## src/hdl/kds_pkg.sv

```systemverilog
// Shared types, constants and sizes for the keyword detection smoother.
// Used by every module of the block; depends on nothing else.
`default_nettype none

package kds_pkg;

	localparam int NUM_KEYWORDS = 8;
	localparam int MAX_WINDOW   = 16;
	localparam int SCORE_WIDTH  = 40;

	// fixed field widths of the beats
	localparam int KW_W    = 3;
	localparam int CFG_IDX_W = 2;
	localparam int OFFSET_W  = 32;

	localparam int ENT_W  = $clog2(NUM_KEYWORDS + 1);
	localparam int CNT_W  = $clog2(MAX_WINDOW + 1);
	localparam int HEAD_W = (MAX_WINDOW > 1) ? $clog2(MAX_WINDOW) : 1;
	localparam int LCMP_W = (CNT_W > 5) ? CNT_W : 5;
	localparam int SUM_W  = ((SCORE_WIDTH > OFFSET_W) ? SCORE_WIDTH : OFFSET_W) + 1;

	localparam int IN_W        = KW_W + 1 + SCORE_WIDTH;
	localparam int IN_TDATA_W  = ((IN_W + 7) / 8) * 8;
	localparam int OUT_W       = 13;
	localparam int OUT_TDATA_W = ((OUT_W + 7) / 8) * 8;

	localparam logic signed [SCORE_WIDTH-1:0] SCORE_MIN = {1'b1, {(SCORE_WIDTH-1){1'b0}}};
	localparam logic [15:0] TICKS_MAX = 16'hFFFF;

	localparam logic signed [OFFSET_W-1:0] RST_THRESHOLD_OFFSET = '0;
	localparam logic [4:0]  RST_WINDOW_LEN     = 5'd3;
	localparam logic [4:0]  RST_MIN_COUNT      = 5'd2;
	localparam logic [15:0] RST_DEBOUNCE_TICKS = 16'd1000;

	typedef enum logic [CFG_IDX_W-1:0] {
		REG_THRESHOLD_OFFSET,
		REG_WINDOW_LEN,
		REG_MIN_COUNT,
		REG_DEBOUNCE_TICKS
	} cfg_reg_t;

	typedef struct packed {
		logic signed [OFFSET_W-1:0] threshold_offset;
		logic [4:0]  window_len;
		logic [4:0]  min_count;
		logic [15:0] debounce_ticks;
	} cfg_t;

	typedef enum logic [2:0] {
		ST_IDLE,
		ST_HIT,
		ST_COUNT,
		ST_DECIDE,
		ST_DONE
	} state_t;

	typedef struct packed {
		logic take_item;
		logic close_frame;
		logic walk_step;
		logic decide;
		logic load_out;
	} cmd_t;

	typedef struct packed {
		logic len_zero;
		logic walk_last;
		logic out_free;
	} status_t;

	// lowest field in the lowest bits
	typedef struct packed {
		logic [4:0]      winner_count;
		logic [KW_W-1:0] frame_keyword;
		logic            frame_hit;
		logic [KW_W-1:0] keyword;
		logic            detected;
	} result_t;

endpackage

`default_nettype wire

```

## src/hdl/kds_regs.sv

```systemverilog
// Configuration register file of the keyword detection smoother.
// Depends on kds_pkg for the register codes and the cfg_t bundle.
`default_nettype none

module kds_regs (
	input  wire logic                         clk,
	input  wire logic                         arst_n,
	input  wire logic                         cfg_valid,
	output logic                              cfg_ready,
	input  wire logic [kds_pkg::CFG_IDX_W-1:0] cfg_index,
	input  wire logic [31:0]                  cfg_data,
	output kds_pkg::cfg_t                     cfg
);

	kds_pkg::cfg_t cfg_q;

	assign cfg_ready = 1'b1;
	assign cfg       = cfg_q;

	always_ff @(posedge clk or negedge arst_n) begin
		if (!arst_n) begin
			cfg_q.threshold_offset <= kds_pkg::RST_THRESHOLD_OFFSET;
			cfg_q.window_len       <= kds_pkg::RST_WINDOW_LEN;
			cfg_q.min_count        <= kds_pkg::RST_MIN_COUNT;
			cfg_q.debounce_ticks   <= kds_pkg::RST_DEBOUNCE_TICKS;
		end else if (cfg_valid) begin
			unique case (kds_pkg::cfg_reg_t'(cfg_index))
				kds_pkg::REG_THRESHOLD_OFFSET: cfg_q.threshold_offset <= cfg_data;
				kds_pkg::REG_WINDOW_LEN:       cfg_q.window_len       <= cfg_data[4:0];
				kds_pkg::REG_MIN_COUNT:        cfg_q.min_count        <= cfg_data[4:0];
				kds_pkg::REG_DEBOUNCE_TICKS:   cfg_q.debounce_ticks   <= cfg_data[15:0];
			endcase
		end
	end

endmodule

`default_nettype wire

```

## src/hdl/kds_ctrl.sv

```systemverilog
// Controller state machine: input acceptance and sequencing of the frame close.
// Depends on kds_pkg for state, command and status types.
`default_nettype none

module kds_ctrl (
	input  wire logic      clk,
	input  wire logic      arst_n,
	input  wire logic      s_tvalid,
	input  wire logic      s_tuser,
	input  wire logic      s_tlast,
	output logic           s_tready,
	input  wire kds_pkg::status_t status,
	output kds_pkg::cmd_t    cmd
);

	kds_pkg::state_t state_q, state_nxt;

	always_ff @(posedge clk or negedge arst_n) begin
		if (!arst_n) begin
			state_q <= kds_pkg::ST_IDLE;
		end else begin
			state_q <= state_nxt;
		end
	end

	always_comb begin
		state_nxt = state_q;
		unique case (state_q)
			kds_pkg::ST_IDLE: begin
				// only a score beat that closes a frame leaves idle
				if (s_tvalid && !s_tuser && s_tlast) state_nxt = kds_pkg::ST_HIT;
			end
			kds_pkg::ST_HIT: begin
				state_nxt = status.len_zero ? kds_pkg::ST_DONE : kds_pkg::ST_COUNT;
			end
			kds_pkg::ST_COUNT: begin
				if (status.walk_last) state_nxt = kds_pkg::ST_DECIDE;
			end
			kds_pkg::ST_DECIDE: begin
				state_nxt = kds_pkg::ST_DONE;
			end
			kds_pkg::ST_DONE: begin
				if (status.out_free) state_nxt = kds_pkg::ST_IDLE;
			end
			default: state_nxt = kds_pkg::ST_IDLE;
		endcase
	end

	always_comb begin
		s_tready = 1'b0;
		cmd      = '0;
		unique case (state_q)
			kds_pkg::ST_IDLE: begin
				s_tready      = 1'b1;
				cmd.take_item = s_tvalid;
			end
			kds_pkg::ST_HIT:    cmd.close_frame = 1'b1;
			kds_pkg::ST_COUNT:  cmd.walk_step   = 1'b1;
			kds_pkg::ST_DECIDE: cmd.decide      = 1'b1;
			kds_pkg::ST_DONE:   cmd.load_out    = status.out_free;
			default: begin
				s_tready = 1'b0;
			end
		endcase
	end

	a_eof_stops_input: assert property (@(posedge clk) disable iff (!arst_n)
		(s_tvalid && s_tready && !s_tuser && s_tlast) |=> !s_tready)
		else $error("input still open after an end-of-frame beat");

	a_hit_walks: assert property (@(posedge clk) disable iff (!arst_n)
		(state_q == kds_pkg::ST_HIT && !status.len_zero) |=>
		(state_q == kds_pkg::ST_COUNT && !s_tready))
		else $error("window walk skipped for a non-empty window");

endmodule

`default_nettype wire

```

## src/hdl/kds_dp.sv

```systemverilog
// Datapath: frame accumulators, threshold test, hit window, counters and result register.
// Depends on kds_pkg; driven by commands from kds_ctrl.
`default_nettype none

module kds_dp (
	input  wire logic                           clk,
	input  wire logic                           arst_n,
	input  wire kds_pkg::cfg_t                  cfg,
	input  wire kds_pkg::cmd_t                  cmd,
	output kds_pkg::status_t                    status,
	input  wire logic                           s_tuser,
	input  wire logic [kds_pkg::IN_TDATA_W-1:0]  s_tdata,
	input  wire logic                           m_tready,
	output logic                                m_tvalid,
	output logic [kds_pkg::OUT_TDATA_W-1:0]      m_tdata
);

	localparam int SW = kds_pkg::SCORE_WIDTH;

	// beat fields
	logic [kds_pkg::KW_W-1:0] item_idx;
	logic                     item_bg;
	logic signed [SW-1:0]     item_score;

	assign item_idx   = s_tdata[kds_pkg::KW_W-1:0];
	assign item_bg    = s_tdata[kds_pkg::KW_W];
	assign item_score = s_tdata[kds_pkg::KW_W+1 +: SW];

	// frame accumulators and tick counter
	logic signed [SW-1:0]     best_q, bg_q;
	logic [kds_pkg::KW_W-1:0] best_kw_q;
	logic                     found_q;
	logic [15:0]              ticks_q;

	// window and walk
	logic [kds_pkg::ENT_W-1:0]  win_q [kds_pkg::MAX_WINDOW];
	logic [kds_pkg::HEAD_W-1:0] head_q, walk_pos_q, head_nxt;
	logic [kds_pkg::CNT_W-1:0]  walk_cnt_q, len;
	logic [kds_pkg::CNT_W-1:0]  cnt_q [kds_pkg::NUM_KEYWORDS];
	logic [kds_pkg::ENT_W-1:0]  ent_rd, ent_wr;

	kds_pkg::result_t pend_q, out_q;
	logic             out_valid_q;

	logic kw_ok, better, hit, det_now, any_found;
	logic signed [kds_pkg::SUM_W-1:0] bg_ext, off_ext, best_ext, sum;
	logic [kds_pkg::KW_W-1:0]  sel_kw;
	logic [kds_pkg::CNT_W-1:0] sel_cnt;
	logic [4:0]                mc, wc_sat;

	assign kw_ok = (5'(item_idx) < 5'(kds_pkg::NUM_KEYWORDS)) && (item_score != kds_pkg::SCORE_MIN);
	assign better = !found_q || (item_score > best_q) ||
		((item_score == best_q) && (item_idx < best_kw_q));

	// exact margin test; a failed background counts as minus infinity
	assign bg_ext   = kds_pkg::SUM_W'(bg_q);
	assign off_ext  = kds_pkg::SUM_W'(cfg.threshold_offset);
	assign best_ext = kds_pkg::SUM_W'(best_q);
	assign sum      = bg_ext + off_ext;
	assign hit      = found_q && ((bg_q == kds_pkg::SCORE_MIN) || (best_ext > sum));

	assign len = (kds_pkg::LCMP_W'(cfg.window_len) > kds_pkg::LCMP_W'(kds_pkg::MAX_WINDOW)) ?
		kds_pkg::CNT_W'(kds_pkg::MAX_WINDOW) : kds_pkg::CNT_W'(cfg.window_len);

	assign head_nxt = (head_q == kds_pkg::HEAD_W'(kds_pkg::MAX_WINDOW - 1)) ?
		'0 : head_q + kds_pkg::HEAD_W'(1);
	assign ent_wr = hit ? (kds_pkg::ENT_W'(best_kw_q) + kds_pkg::ENT_W'(1)) : '0;
	assign ent_rd = win_q[walk_pos_q];

	assign mc = (cfg.min_count == 5'd0) ? 5'd1 : cfg.min_count;

	// lowest keyword at or above the minimum count
	always_comb begin
		any_found = 1'b0;
		sel_kw    = '0;
		sel_cnt   = '0;
		for (int k = kds_pkg::NUM_KEYWORDS - 1; k >= 0; k--) begin
			if (kds_pkg::LCMP_W'(cnt_q[k]) >= kds_pkg::LCMP_W'(mc)) begin
				any_found = 1'b1;
				sel_kw    = kds_pkg::KW_W'(k);
				sel_cnt   = cnt_q[k];
			end
		end
	end

	assign det_now = any_found && (ticks_q >= cfg.debounce_ticks);
	assign wc_sat  = (kds_pkg::LCMP_W'(sel_cnt) > kds_pkg::LCMP_W'(31)) ? 5'd31 : 5'(sel_cnt);

	always_ff @(posedge clk or negedge arst_n) begin
		if (!arst_n) begin
			best_q    <= kds_pkg::SCORE_MIN;
			bg_q      <= kds_pkg::SCORE_MIN;
			best_kw_q <= '0;
			found_q   <= 1'b0;
			ticks_q   <= kds_pkg::TICKS_MAX;
		end else begin
			if (cmd.take_item) begin
				if (s_tuser) begin
					if (ticks_q != kds_pkg::TICKS_MAX) ticks_q <= ticks_q + 16'd1;
				end else if (item_bg) begin
					bg_q <= item_score;
				end else if (kw_ok && better) begin
					best_q    <= item_score;
					best_kw_q <= item_idx;
					found_q   <= 1'b1;
				end
			end
			if (cmd.close_frame) begin
				best_q    <= kds_pkg::SCORE_MIN;
				bg_q      <= kds_pkg::SCORE_MIN;
				best_kw_q <= '0;
				found_q   <= 1'b0;
			end
			if (cmd.decide && det_now) ticks_q <= '0;
		end
	end

	always_ff @(posedge clk or negedge arst_n) begin
		if (!arst_n) begin
			for (int i = 0; i < kds_pkg::MAX_WINDOW; i++) win_q[i] <= '0;
			head_q <= '0;
		end else if (cmd.close_frame && !status.len_zero) begin
			win_q[head_nxt] <= ent_wr;
			head_q          <= head_nxt;
		end else if (cmd.decide && det_now) begin
			for (int i = 0; i < kds_pkg::MAX_WINDOW; i++) win_q[i] <= '0;
			head_q <= '0;
		end
	end

	// walk back from the newest entry, one entry a cycle
	always_ff @(posedge clk or negedge arst_n) begin
		if (!arst_n) begin
			walk_pos_q <= '0;
			walk_cnt_q <= '0;
			for (int k = 0; k < kds_pkg::NUM_KEYWORDS; k++) cnt_q[k] <= '0;
		end else if (cmd.close_frame) begin
			walk_pos_q <= head_nxt;
			walk_cnt_q <= len;
			for (int k = 0; k < kds_pkg::NUM_KEYWORDS; k++) cnt_q[k] <= '0;
		end else if (cmd.walk_step) begin
			for (int k = 0; k < kds_pkg::NUM_KEYWORDS; k++) begin
				if (ent_rd == kds_pkg::ENT_W'(k + 1)) cnt_q[k] <= cnt_q[k] + kds_pkg::CNT_W'(1);
			end
			walk_pos_q <= (walk_pos_q == '0) ?
				kds_pkg::HEAD_W'(kds_pkg::MAX_WINDOW - 1) : walk_pos_q - kds_pkg::HEAD_W'(1);
			walk_cnt_q <= walk_cnt_q - kds_pkg::CNT_W'(1);
		end
	end

	always_ff @(posedge clk) begin
		if (cmd.close_frame) begin
			pend_q.frame_hit     <= hit;
			pend_q.frame_keyword <= found_q ? best_kw_q : '0;
			pend_q.detected      <= 1'b0;
			pend_q.keyword       <= '0;
			pend_q.winner_count  <= '0;
		end else if (cmd.decide) begin
			pend_q.detected     <= det_now;
			pend_q.keyword      <= det_now ? sel_kw : '0;
			pend_q.winner_count <= det_now ? wc_sat : '0;
		end
		if (cmd.load_out) out_q <= pend_q;
	end

	// result register: hold the beat until taken
	always_ff @(posedge clk or negedge arst_n) begin
		if (!arst_n) begin
			out_valid_q <= 1'b0;
		end else if (cmd.load_out) begin
			out_valid_q <= 1'b1;
		end else if (m_tready) begin
			out_valid_q <= 1'b0;
		end
	end

	assign status.len_zero  = (len == '0);
	assign status.walk_last = (walk_cnt_q == kds_pkg::CNT_W'(1));
	assign status.out_free  = !out_valid_q || m_tready;

	assign m_tvalid = out_valid_q;
	assign m_tdata  = kds_pkg::OUT_TDATA_W'(out_q);

	a_det_clears: assert property (@(posedge clk) disable iff (!arst_n)
		(cmd.decide && det_now) |=> (head_q == '0 && ticks_q == '0))
		else $error("detection left window head or tick counter set");

	a_det_count: assert property (@(posedge clk) disable iff (!arst_n)
		(m_tvalid && out_q.detected) |-> (out_q.winner_count != 5'd0))
		else $error("detection reported with zero window count");

endmodule

`default_nettype wire

```

## src/hdl/keyword_detection_smoother.sv

```systemverilog
// Top level of the keyword detection smoother: register file, controller and datapath.
// Depends on kds_pkg, kds_regs, kds_ctrl and kds_dp.
//
//  channel | direction | beat contents
//  s_*     | in        | tdata: model_index, is_background, score; tuser: mode; tlast: end_of_frame
//  m_*     | out       | tdata: detected, keyword, frame_hit, frame_keyword, winner_count
//  cfg_*   | in        | cfg_index selects the register, cfg_data carries the value
//
// A tick or a score beat that does not close a frame is taken in idle with input kept open.
// A frame-closing beat runs the hit, count, decide and done states (hit to done with a zero
// window length): the window walk reads one entry a cycle from the window register file.
// While the close runs input is held off; a waiting result beat is held in the
// output register and stalls the next close only when it is still untaken.
// Reset clears the window and all control state and sets the tick counter to saturation.
`default_nettype none

module keyword_detection_smoother (
	input  wire logic                             clk,
	input  wire logic                             arst_n,
	input  wire logic                             s_tvalid,
	output logic                                  s_tready,
	// model_index [2:0], is_background [3], score [43:4], zero fill above
	input  wire logic [kds_pkg::IN_TDATA_W-1:0]    s_tdata,
	// mode [0]
	input  wire logic                             s_tuser,
	input  wire logic                             s_tlast,
	output logic                                  m_tvalid,
	input  wire logic                             m_tready,
	// detected [0], keyword [3:1], frame_hit [4], frame_keyword [7:5],
	// winner_count [12:8], zero fill above
	output logic [kds_pkg::OUT_TDATA_W-1:0]        m_tdata,
	input  wire logic                             cfg_valid,
	output logic                                  cfg_ready,
	input  wire logic [kds_pkg::CFG_IDX_W-1:0]     cfg_index,
	input  wire logic [31:0]                      cfg_data
);

	kds_pkg::cfg_t    cfg;
	kds_pkg::cmd_t    cmd;
	kds_pkg::status_t status;

	kds_regs u_regs (
		.clk       (clk),
		.arst_n    (arst_n),
		.cfg_valid (cfg_valid),
		.cfg_ready (cfg_ready),
		.cfg_index (cfg_index),
		.cfg_data  (cfg_data),
		.cfg       (cfg)
	);

	kds_ctrl u_ctrl (
		.clk      (clk),
		.arst_n   (arst_n),
		.s_tvalid (s_tvalid),
		.s_tuser  (s_tuser),
		.s_tlast  (s_tlast),
		.s_tready (s_tready),
		.status   (status),
		.cmd      (cmd)
	);

	kds_dp u_dp (
		.clk      (clk),
		.arst_n   (arst_n),
		.cfg      (cfg),
		.cmd      (cmd),
		.status   (status),
		.s_tuser  (s_tuser),
		.s_tdata  (s_tdata),
		.m_tready (m_tready),
		.m_tvalid (m_tvalid),
		.m_tdata  (m_tdata)
	);

endmodule

`default_nettype wire
```

## config.mk

```make
export PLATFORM = sky130hd
export DESIGN_NAME = keyword_detection_smoother
export DESIGN_NICKNAME = d
export VERILOG_FILES = /design/src/hdl/kds_pkg.sv /design/src/hdl/kds_regs.sv /design/src/hdl/kds_ctrl.sv /design/src/hdl/kds_dp.sv /design/src/hdl/keyword_detection_smoother.sv
export SDC_FILE = /design/constraint.sdc
export NUM_CORES = 1
export LEC_CHECK = 0
export BUFFER_PORTS_ARGS = -buffer_cell sky130_fd_sc_hd__clkbuf_2
export CORE_UTILIZATION = 63
export CTS_CLUSTER_DIAMETER = 200
export DETAILED_ROUTE_END_ITERATION = 6
export PLACE_DENSITY_LB_ADDON = 0.08
export SYNTH_ARGS = -nofsm -noshare
export SYNTH_HDL_FRONTEND = slang
export SYNTH_HIERARCHICAL = 1
export SYNTH_SLANG_ARGS = --single-unit
```

## constraint.sdc

```tcl
create_clock -name clk -period 6.55 [get_ports clk]
set_clock_uncertainty 0.05 [all_clocks]
set_input_delay 1.31 -clock clk [delete_from_list [all_inputs] [get_ports clk]]
set_output_delay 1.31 -clock clk [all_outputs]
set_load 0.02 [all_outputs]
```

==> results.py, run 1 <==
metrics = {
    "outcome": {
        "status": "completed",
    },
    "clock_network": {
        "cts.htree.levels": 2,
        "postCtsSetupRepairBufs": 0,
        "cts_sinks": 305,
        "cts_hold_buf": 0,
        "ctsResizeCount": 0,
        "cts_tree": "yes",
        "numCtsBuffers": 35,
        "cts_root_buf": "clkbuf_16",
        "clkTransAtPathRegs_ns": 0.06,
        "clock_latency_ns": 0.52,
        "clock_path_buffers": 3,
    },
    "timing": {
        "relSlewSlack": 0.2617,
        "hold_violations": 0,
        "setup_viol": 0,
        "period_share": 0.9297,
        "rsz0062_at_grt": "false",
        "report.final.slew_viol_count": 0,
        "worst_slew_pin_slew_ns": 1.108,
        "fmax_mhz": 164.2,
        "setup_tns_ns": 0,
        "timing.final.ws_setup_ns": 0.4604,
        "fin_crit_ns": 6.090,
    },
    "placement": {
        "gp_congestion": 0.9173,
        "placed_area_sq_um": 20900,
        "dp_slack_ns": 0.5466,
        "dp_hpwl_um": 36490,
        "port_buffers": 99,
        "dp_cells": 2596,
    },
    "yosys": {
        "yosys-top-cells-area": "dfrtp_1 (31%), ha_1 (12%), nand2_1 (5.6%)",
        "yosysTopAreaCellShare": 0.3122,
        "synth-async-reset-ratio": 0.9148,
        "yosysTopAreaCell": "dfrtp_1",
        "synth_edf_count": 17,
        "ys.flop_type": "dfrtp_1",
        "ys_warn_count": 6,
        "synth.distinct_cells": 78,
        "seq_area_frac_synth": 0.3815,
        "syn-instance-count": 2172,
        "ys_ff_latch": 305,
        "syn_area_per_cell_sq_um": 9.300,
        "synth.cell_area_sq_um": 20200,
    },
    "global_route": {
        "grt_max_degree": 136,
        "grt_first_pass_wirelength_um": 84900,
        "grt_pass1_vias": 16790,
        "overflow": 0,
        "grt_use_total": 0.3188,
        "antenna_found_initial": 5,
    },
    "floorplanning": {
        "core_area_sq_um": 31560,
        "die_w_um": 181.1,
        "start_util": 0.6401,
        "rows": 65,
        "io_pins": 108,
        "die_h_um": 181.1,
        "die_area_sq_um": 32780,
    },
    "route": {
        "ant_nets": 0,
        "viasPerCell": 6.297,
        "routed_wl_um": 51550,
        "routedWlPerCell_um": 19.38,
        "first_pass_iters": 5,
        "detail_route.iter0.violations": 1165,
        "via_count": 16750,
        "drc": 0,
    },
    "worst_setup_path": {
        "crit_path_start_kind": "flop",
        "reg2reg_from": "u_dp/bg_q[0]$_DFFE_PN0P_",
        "r2r_end": "u_dp/win_q[48]$_DFFE_PN0P_",
        "worstPathRequired_ns": 6.85,
        "rrSetupSlack_ns": 0.46,
        "endpoint_kind": "flop",
        "path_class": "reg -> reg",
        "rr_worst_depth": 21,
        "critical_path_peak_fanout": 16,
        "critPathArrivalTime_ns": 6.39,
    },
    "power_and_ir_drop": {
        "finalPower_mw": 9.829,
        "power-per-cell-area_nw_per_um2": 445.8,
        "p_leak_nw": 10.60,
        "vdd_ir_drop_max_mv": 0.3215,
    },
    "worst_hold_path": {
        "hold_class": "reg -> reg",
        "hold_start": "u_dp/pend_q[3]$_SDFFE_PP0P_",
        "holdPathEnd": "u_dp/m_tdata[3]$_DFFE_PP_",
        "min_path_cells": 0,
    },
    "flow_run": {
        "maxCapViolations": 0,
    },
    "final_layout": {
        "fin_area_sq_um": 22050,
        "layout-drive-gt1-share": 0.1299,
        "stdcell_count": 2660,
        "nets": 2519,
        "syn_to_final_growth_pct": 9.142,
        "final_cell_mix": "nand2_1 (301), dfrtp_1 (252), ha_1 (198), nor2_1 (158), a21oi_1 (115)",
        "fillers": 2513,
        "layout_commonest_cell": "nand2_1",
    },
}
[worst max-delay path, stage by stage, from the launching register on]
cell,delay (ns)
dfrtp_1,0.41
ha_1,0.24
fa_1,0.41
a21o_1,0.19
a221oi_1,0.46
a21oi_1,0.23
a31oi_1,0.22
buf_4,0.18
o21ai_0,0.14
a21boi_0,0.37
mux2i_1,0.12
a2111oi_0,0.48
ha_1,0.22
nand4_1,0.11
nor2_1,0.18
nand4_1,0.17
or4b_2,0.66
o311ai_0,0.12
o21ai_0,0.31
a31oi_1,0.26
buf_4,0.27
o22ai_1,0.12
[cell families after synthesis]
| kind of cell | synth area share |
|---|---|
| AOI/OAI and AO/OA | 0.1628 |
| xor gates and xnor gates | 0.03686 |
| adders and majority gates | 0.1236 |
| buffers and inverters | 0.04813 |
| DFF | 0.3815 |
| muxes | 0.07768 |
| other | 0.0003718 |
| and+or+nand+nor | 0.1690 |
[state kept, by name, summed over array words and instances, names as in the netlist]
signal and flops:
u_dp/best_kw_q 3, u_dp/best_q 40, u_dp/cnt_q 40, u_dp/pend_q 13
u_dp/walk_cnt_q 5, u_dp/bg_q 40, u_dp/walk_pos_q 4, u_regs/cfg 58
u_dp/win_q 64, u_dp/ticks_q 16, u_dp/m_tvalid 1, u_dp/head_q 4
u_dp/m_tdata 13, u_dp/found_q 1, u_ctrl/state_q 3
[report_power, final]
part | total, mW | internal [mW] | switching, mW
clock | 1.96 | 1.15 | 0.807
sequential | 2.88 | 2.39 | 0.495
combinational | 4.98 | 2.11 | 2.88
total | 9.83 | 5.65 | 4.18
[stage by stage]
| step | utilization | hold slack (ns) |
|---|---|---|
| final | 0.6987 | 0.3818 |
| after global routing | 0.6986 | 0.3939 |
| after CTS | 0.6985 | 0.3832 |
| after detailed placement | 0.6623 | 0.3673 |
| after global placement | 0.6623 | 0.3672 |
| after floorplan | - | 0.3503 |
[routing by layer]
metal	up-vias	global-route usage	wire length, um	share of wire
li1	7980	-	-	-
met1	8132	0.4217	22730	0.44
met2	509	0.5327	24440	0.47
met3	125	0.04253	2527	0.049
met4	4	0.1251	1818	0.035
met5	-	0	34	0.00066
[worst max path at each step]
stage	endpoint	from	slack, ns	depth (start not counted)
after global placement	u_dp/win_q[37]$_DFFE_PN0P_	u_dp/bg_q[0]$_DFFE_PN0P_	0.64	21
after detailed placement	u_dp/win_q[49]$_DFFE_PN0P_	u_dp/bg_q[0]$_DFFE_PN0P_	0.55	21
after floorplan	u_dp/win_q[26]$_DFFE_PN0P_	u_dp/bg_q[0]$_DFFE_PN0P_	1.15	20
final	u_dp/win_q[48]$_DFFE_PN0P_	u_dp/bg_q[0]$_DFFE_PN0P_	0.46	21
after global routing	u_dp/win_q[34]$_DFFE_PN0P_	u_dp/bg_q[0]$_DFFE_PN0P_	0.06	21
after CTS	u_dp/win_q[0]$_DFFE_PN0P_	u_dp/bg_q[0]$_DFFE_PN0P_	0.52	21
[synth_stat cells, types with 9 or more instances]
master and instances:
and3_1 46, mux4_2 9, nand2b_1 17, a211oi_1 15
mux2i_1 69, dfstp_2 27, nor4_1 21, and2_1 12
nor2_1 161, inv_1 115, a221oi_1 9, o21a_1 16
buf_2 11, xnor2_1 40, xor2_1 45, o21ai_0 54
a311oi_1 10, edfxtp_1 17, a21o_1 67, nand2_1 301
nand3_1 44, clkbuf_1 76, dfrtp_1 252, ha_1 198
a21oi_1 115, o211ai_1 56, o22ai_1 71, nor3_1 24
a31oi_1 18, nand4_1 49, mux2_2 58, dfxtp_1 9
[final cells by class]
class                   instances  area, sq um  share of cell area
clock buffers                  47        993.5             0.04506
multi-input cells            1650        11560              0.5246
well taps                     402        503.0             0.02282
inverters                     115        431.7             0.01958
diodes                          2        5.005           0.0002270
repair buffers                124        693.2             0.03144
clock inverters                15        148.9            0.006754
flip-flops and latches        305         7706              0.3495
No activity file was read; power rests on OpenSTA's default activity.
==> run 2, diff against run 1 <==
- BUFFER_PORTS_ARGS: -buffer_cell sky130_fd_sc_hd__clkbuf_2 -> -buffer_cell sky130_fd_sc_hd__buf_2
==> run 2 against run 1 <==
Net effect:
- sequential power barely moved
- via count rose by 0.36%
- wire length fell by 1.0%
==> results.py, run 2 (same netlist as run 1, synthesis figures left out) <==
metrics = {
    "route": {
        "via_count": 16810,
        "routed_wl_um": 51010,
        "routedWlPerCell_um": 19.20,
        "first_pass_iters": 6,
        "viasPerCell": 6.327,
        "drc": 0,
        "detail_route.iter0.violations": 1171,
        "ant_nets": 0,
    },
    "final_layout": {
        "layout-drive-gt1-share": 0.1261,
        "layout_commonest_cell": "nand2_1",
        "regArea_sq_um": 7706,
        "fillers": 2451,
        "multi_input_area_sq_um": 11560,
        "max_flop_register": "u_dp/win_q",
        "largest_reg_flops": 64,
        "final_core_util": 0.6992,
        "final_cell_mix": "nand2_1 (301), dfrtp_1 (252), ha_1 (198), nor2_1 (158), a21oi_1 (115)",
        "syn_to_final_growth_pct": 9.223,
        "nets": 2514,
    },
    "outcome": {
        "status": "completed",
    },
    "floorplanning": {
        "die_area_sq_um": 32780,
        "core_area_sq_um": 31560,
        "die_h_um": 181.1,
        "io_pins": 108,
        "die_w_um": 181.1,
        "start_util": 0.6401,
        "rows": 65,
    },
    "global_route": {
        "grt_pass1_vias": 16460,
        "overflow": 0,
        "grt_max_degree": 179,
        "grt_use_total": 0.3157,
        "antenna_found_initial": 6,
        "grt_first_pass_wirelength_um": 84170,
    },
    "timing": {
        "fin_crit_ns": 6.197,
        "relSlewSlack": 0.1927,
        "timing.final.ws_setup_ns": 0.3526,
        "setup_viol": 0,
        "period_share": 0.9462,
        "setup_tns_ns": 0,
        "report.final.slew_viol_count": 0,
        "hold_slack_ns": 0.3875,
        "rsz0062_at_grt": "false",
        "worst_slew_pin_slew_ns": 1.211,
        "fmax_mhz": 161.4,
        "hold_violations": 0,
    },
    "clock_network": {
        "postCtsSetupRepairBufs": 0,
        "cts_sinks": 305,
        "clkTransAtPathRegs_ns": 0.06,
        "cts_tree": "yes",
        "cts_root_buf": "clkbuf_16",
        "clock_path_buffers": 3,
        "clock_latency_ns": 0.52,
        "numCtsBuffers": 35,
        "ctsResizeCount": 0,
        "cts_hold_buf": 0,
        "cts.htree.levels": 2,
    },
    "placement": {
        "dp_hpwl_um": 35810,
        "port_buffers": 99,
        "dp_slack_ns": 0.5079,
        "gp_congestion": 0.9438,
    },
    "power_and_ir_drop": {
        "power_frac_seq": 0.290,
        "p_clk_frac": 0.203,
        "switchingPower_mw": 4.160,
        "finalPower_mw": 9.860,
        "vdd_ir_drop_max_mv": 0.2521,
        "p_comb_frac": 0.507,
        "switching_share": 0.4219,
        "intPower_mw": 5.700,
        "p_leak_nw": 10.57,
        "power-per-cell-area_nw_per_um2": 446.9,
    },
    "flow_run": {
        "maxCapViolations": 0,
    },
    "worst_setup_path": {
        "worstPathRequired_ns": 6.84,
        "critical_path_peak_fanout": 16,
        "slowest_stage": "or4b_2",
        "crit_path_start_kind": "flop",
        "critPathArrivalTime_ns": 6.49,
        "endpoint_kind": "flop",
        "cpPeakStageDelay_ns": 0.66,
        "path_class": "reg -> reg",
        "crit_chain": "ha_1 > fa_1 > a21o_1 > a221oi_1 > a21oi_1 > a31oi_1 > buf_4 > o21ai_0 > a21boi_0 > mux2i_1 > a2111oi_0 > ha_1 > nand4_1 > nor2_1 > nand4_1 > or4b_2 > o311ai_0 > o21ai_0 > a31oi_1 > buf_4 > o22ai_1",
    },
    "worst_hold_path": {
        "hold_class": "reg -> reg",
    },
}
## run 2: cell type report
cell class,count,area share
Antenna cell,2,0.0002268
Tap cell,402,0.02280
Inverter,115,0.01957
Timing Repair Buffer,119,0.03028
Multi-Input combinational cell,1650,0.5242
Clock buffer,58,0.04917
Sequential cell,305,0.3493
Clock inverter,6,0.004480
## run 2: power groups by stage
| stage | clock, mW | combinational (mW) | sequential (mW) |
|---|---|---|---|
| final | 2.00 | 5.00 | 2.85 |
| after global routing | 2.11 | 5.57 | 2.91 |
| after CTS | 2.04 | 4.94 | 2.85 |
| after detailed placement | 0 | 4.89 | 2.87 |
| after global placement | 0 | 4.67 | 2.85 |
| after floorplan | 0 | 3.87 | 2.69 |
## run 2: through the flow
step	std cells	cell area, sq um
after CTS	2655	22060
final	2657	22060
after floorplan	2174	20210
after global routing	2655	22060
after global placement	2591	20870
after detailed placement	2591	20870
## run 2: critical path, delay by kind of cell (launching register included)
kind,cells,cell delay [ns]
adder cells (fa/ha/maj),3,0.88
multiplexers,1,0.13
buffers and inverters,2,0.45
flip-flops,1,0.41
AO/OA/AOI/OAI,11,2.96
AND/OR/NAND/NOR,4,1.12
## run 2: final timing paths
path,from,end,slack (ns),cells past startpoint
setup reg to reg,u_dp/bg_q[0]$_DFFE_PN0P_,u_dp/win_q[58]$_DFFE_PN0P_,0.35,21
setup / recovery,u_dp/bg_q[0]$_DFFE_PN0P_,u_dp/win_q[58]$_DFFE_PN0P_,0.35,21
min in group asynchronous,arst_n,u_dp/cnt_q[21]$_DFFE_PN0P_,0.74,1
hold / removal,u_dp/pend_q[0]$_SDFFE_PP0P_,u_dp/m_tdata[0]$_DFFE_PP_,0.39,0
max in group asynchronous,arst_n,u_dp/best_q[24]$_DFFE_PN0P_,4.25,2
hold reg to reg,u_dp/pend_q[0]$_SDFFE_PP0P_,u_dp/m_tdata[0]$_DFFE_PP_,0.39,0
## run 2: metal layers
layer	global-route usage	wire [um]	up-vias
met5	0	28	-
met4	0.09898	1363	4
met3	0.03608	2506	90
met2	0.5435	24730	498
met1	0.4173	22390	8260
li1	-	-	7958
==> run 3, diff against run 2 <==
- ABC_AREA: default -> 1
- TNS_END_PERCENT: default -> 30
==> run 3 against run 2 <==
Net effect:
- clock-buffer cell count fell by 10
- combinational power fell by 1%
- synthesized area rose by 5.7%
- critical path type unchanged
- largest power group unchanged
- highest routed layer unchanged
==> results.py, run 3 <==
metrics = {
    "outcome": {
        "status": "completed",
    },
    "worst_setup_path": {
        "critPathArrivalTime_ns": 6.03,
        "critical_path_peak_fanout": 64,
        "path_class": "reg -> reg",
        "worstPathRequired_ns": 6.99,
        "crit_path_start_kind": "flop",
        "endpoint_kind": "flop",
    },
    "clock_network": {
        "clkTransAtPathRegs_ns": 0.06,
        "cts_sinks": 305,
        "ctsResizeCount": 0,
        "cts_hold_buf": 0,
        "cts.htree.levels": 2,
        "cts_tree": "yes",
        "postCtsSetupRepairBufs": 0,
        "numCtsBuffers": 36,
        "cts_root_buf": "clkbuf_16",
        "clock_latency_ns": 0.56,
        "clock_path_buffers": 3,
    },
    "final_layout": {
        "largest_reg_flops": 64,
        "layout_commonest_cell": "nand2_1",
        "final_cell_mix": "nand2_1 (641), inv_1 (326), nand3_1 (325), dfrtp_1 (252), nor2_1 (208)",
        "nets": 3173,
        "syn_to_final_growth_pct": 8.903,
        "max_flop_register": "u_dp/win_q",
        "fillers": 2830,
        "layout-drive-gt1-share": 0.08688,
    },
    "power_and_ir_drop": {
        "p_leak_nw": 12.02,
        "switchingPower_mw": 4.685,
        "power_frac_seq": 0.280,
        "switching_share": 0.4725,
        "p_comb_frac": 0.499,
        "vdd_ir_drop_max_mv": 0.4046,
        "power-per-cell-area_nw_per_um2": 426.5,
        "intPower_mw": 5.230,
        "finalPower_mw": 9.915,
        "p_clk_frac": 0.221,
    },
    "global_route": {
        "grt_pass1_vias": 18900,
        "grt_use_total": 0.3528,
        "grt_max_degree": 148,
        "antenna_found_initial": 5,
        "grt_first_pass_wirelength_um": 96050,
        "overflow": 0,
    },
    "timing": {
        "fmax_mhz": 179.1,
        "worst_slew_pin_slew_ns": 1.187,
        "relSlewSlack": 0.2056,
        "setup_viol": 0,
        "setup_tns_ns": 0,
        "fin_crit_ns": 5.585,
        "report.final.slew_viol_count": 0,
        "hold_violations": 0,
        "hold_slack_ns": 0.3612,
        "period_share": 0.8527,
        "rsz0062_at_grt": "false",
    },
    "yosys": {
        "synth_most_common_cell": "nand2_1",
        "yosys-top-cells-area": "dfrtp_1 (30%), ha_1 (12%), nand2_1 (11%)",
        "synth.cell_area_sq_um": 21350,
        "synth-async-reset-ratio": 0.9148,
        "seq_area_frac_synth": 0.3610,
        "syn-instance-count": 2845,
        "syn_area_per_cell_sq_um": 7.503,
        "synth_edf_count": 17,
        "ys_top_cells_by_count": "nand2_1 (642), inv_1 (326), nand3_1 (325)",
        "ys.flop_type": "dfrtp_1",
        "ys_ff_latch": 305,
        "synth.distinct_cells": 57,
        "yosysTopAreaCell": "dfrtp_1",
        "ys_warn_count": 6,
        "yosysTopAreaCellShare": 0.2954,
    },
    "route": {
        "viasPerCell": 6.029,
        "detail_route.iter0.violations": 2041,
        "ant_nets": 0,
        "first_pass_iters": 6,
        "routed_wl_um": 60990,
        "via_count": 20270,
        "drc": 0,
        "routedWlPerCell_um": 18.13,
    },
    "floorplanning": {
        "io_pins": 108,
        "rows": 67,
        "start_util": 0.6382,
        "die_h_um": 186.1,
        "die_w_um": 186.1,
        "core_area_sq_um": 33450,
        "die_area_sq_um": 34620,
    },
    "worst_hold_path": {
        "hold_class": "reg -> reg",
    },
    "placement": {
        "port_buffers": 99,
        "gp_congestion": 0.9909,
        "dp_hpwl_um": 43890,
    },
    "flow_run": {
        "maxCapViolations": 0,
    },
}
[run 3: final timing paths]
path,from,endpoint,slack [ns],cells after the start
min in group asynchronous,arst_n,u_dp/best_q[24]$_DFFE_PN0P_,0.62,1
max reg2reg,u_dp/bg_q[0]$_DFFE_PN0P_,u_dp/win_q[0]$_DFFE_PN0P_,0.96,24
min,u_dp/pend_q[9]$_SDFFE_PP0P_,u_dp/m_tdata[9]$_DFFE_PP_,0.36,0
min reg2reg,u_dp/pend_q[9]$_SDFFE_PP0P_,u_dp/m_tdata[9]$_DFFE_PP_,0.36,0
max in group asynchronous,arst_n,u_dp/cnt_q[25]$_DFFE_PN0P_,4.41,2
max,u_dp/bg_q[0]$_DFFE_PN0P_,u_dp/win_q[0]$_DFFE_PN0P_,0.96,24
[run 3: critical path, stage by stage (launching register included)]
cell and delay [ns]:
dfrtp_1 0.41, ha_1 0.26, fa_1 0.47, nand3_1 0.11
nand2_1 0.17, a21o_1 0.27, nand2_1 0.08, nand2_1 0.14
a21boi_1 0.36, o21ai_0 0.33, nand3_1 0.21, nand2_1 0.07
nand2_1 0.06, nand2_1 0.06, ha_1 0.30, nand2_1 0.08
nor2_1 0.13, and2_1 0.23, and2_1 0.19, nand3_1 0.10
nand4_1 0.11, nand2_1 0.09, nand2_2 0.86, nand4_1 0.24
nand2_1 0.12
[run 3: cell type report]
cell class / count / area, sq um / share of cell area
well taps: 448 / 560.5 / 0.02411
diodes: 3 / 7.507 / 0.0003229
inverters: 337 / 1272 / 0.05474
flip-flops and latches: 305 / 7706 / 0.3315
repair buffers: 110 / 600.6 / 0.02583
multi-input cells: 2095 / 11820 / 0.5082
clock buffers: 48 / 996.0 / 0.04284
clock inverters: 17 / 289.0 / 0.01243
[run 3: layer usage]
layer | global-route usage | part of all wire
met1 | 0.4888 | 0.44
met2 | 0.5616 | 0.45
met3 | 0.05889 | 0.078
met4 | 0.1118 | 0.026
met5 | 0 | 0.00051
[run 3: cells by family (layout without fill, tap and decap cells)]
| family | count (synthesis) | count (layout) | share of synthesized area |
|---|---|---|---|
| AO/OA/AOI/OAI | 374 | 374 | 0.09659 |
| other | 2 | 7 | 0.0003518 |
| flip-flops | 305 | 305 | 0.3610 |
| AND/OR/NAND/NOR | 1454 | 1454 | 0.3116 |
| XOR/XNOR | 64 | 64 | 0.02626 |
| adder cells (fa/ha/maj) | 199 | 199 | 0.1170 |
| buffers and inverters | 447 | 512 | 0.08716 |
[run 3: power groups by stage]
stage | sequential, mW | combinational, mW | clock (mW)
5_1_grt | 2.82 | 5.56 | 2.28
3_3_place_gp | 2.77 | 4.67 | 0
2_1_floorplan | 2.64 | 3.68 | 0
6_report | 2.77 | 4.95 | 2.19
3_5_place_dp | 2.78 | 4.82 | 0
4_1_cts | 2.76 | 4.86 | 2.22
[run 3: metrics by stage]
step | instances | instance area (sq um) | utilization | setup slack, ns
after floorplan | 2847 | 21350 | - | 2.651
after global placement | 3295 | 21950 | 0.6564 | 1.354
after detailed placement | 3295 | 21950 | 0.6564 | 1.128
after CTS | 3360 | 23240 | 0.6948 | 1.099
after global routing | 3361 | 23240 | 0.6949 | 0.6106
final | 3363 | 23250 | 0.6950 | 0.9650
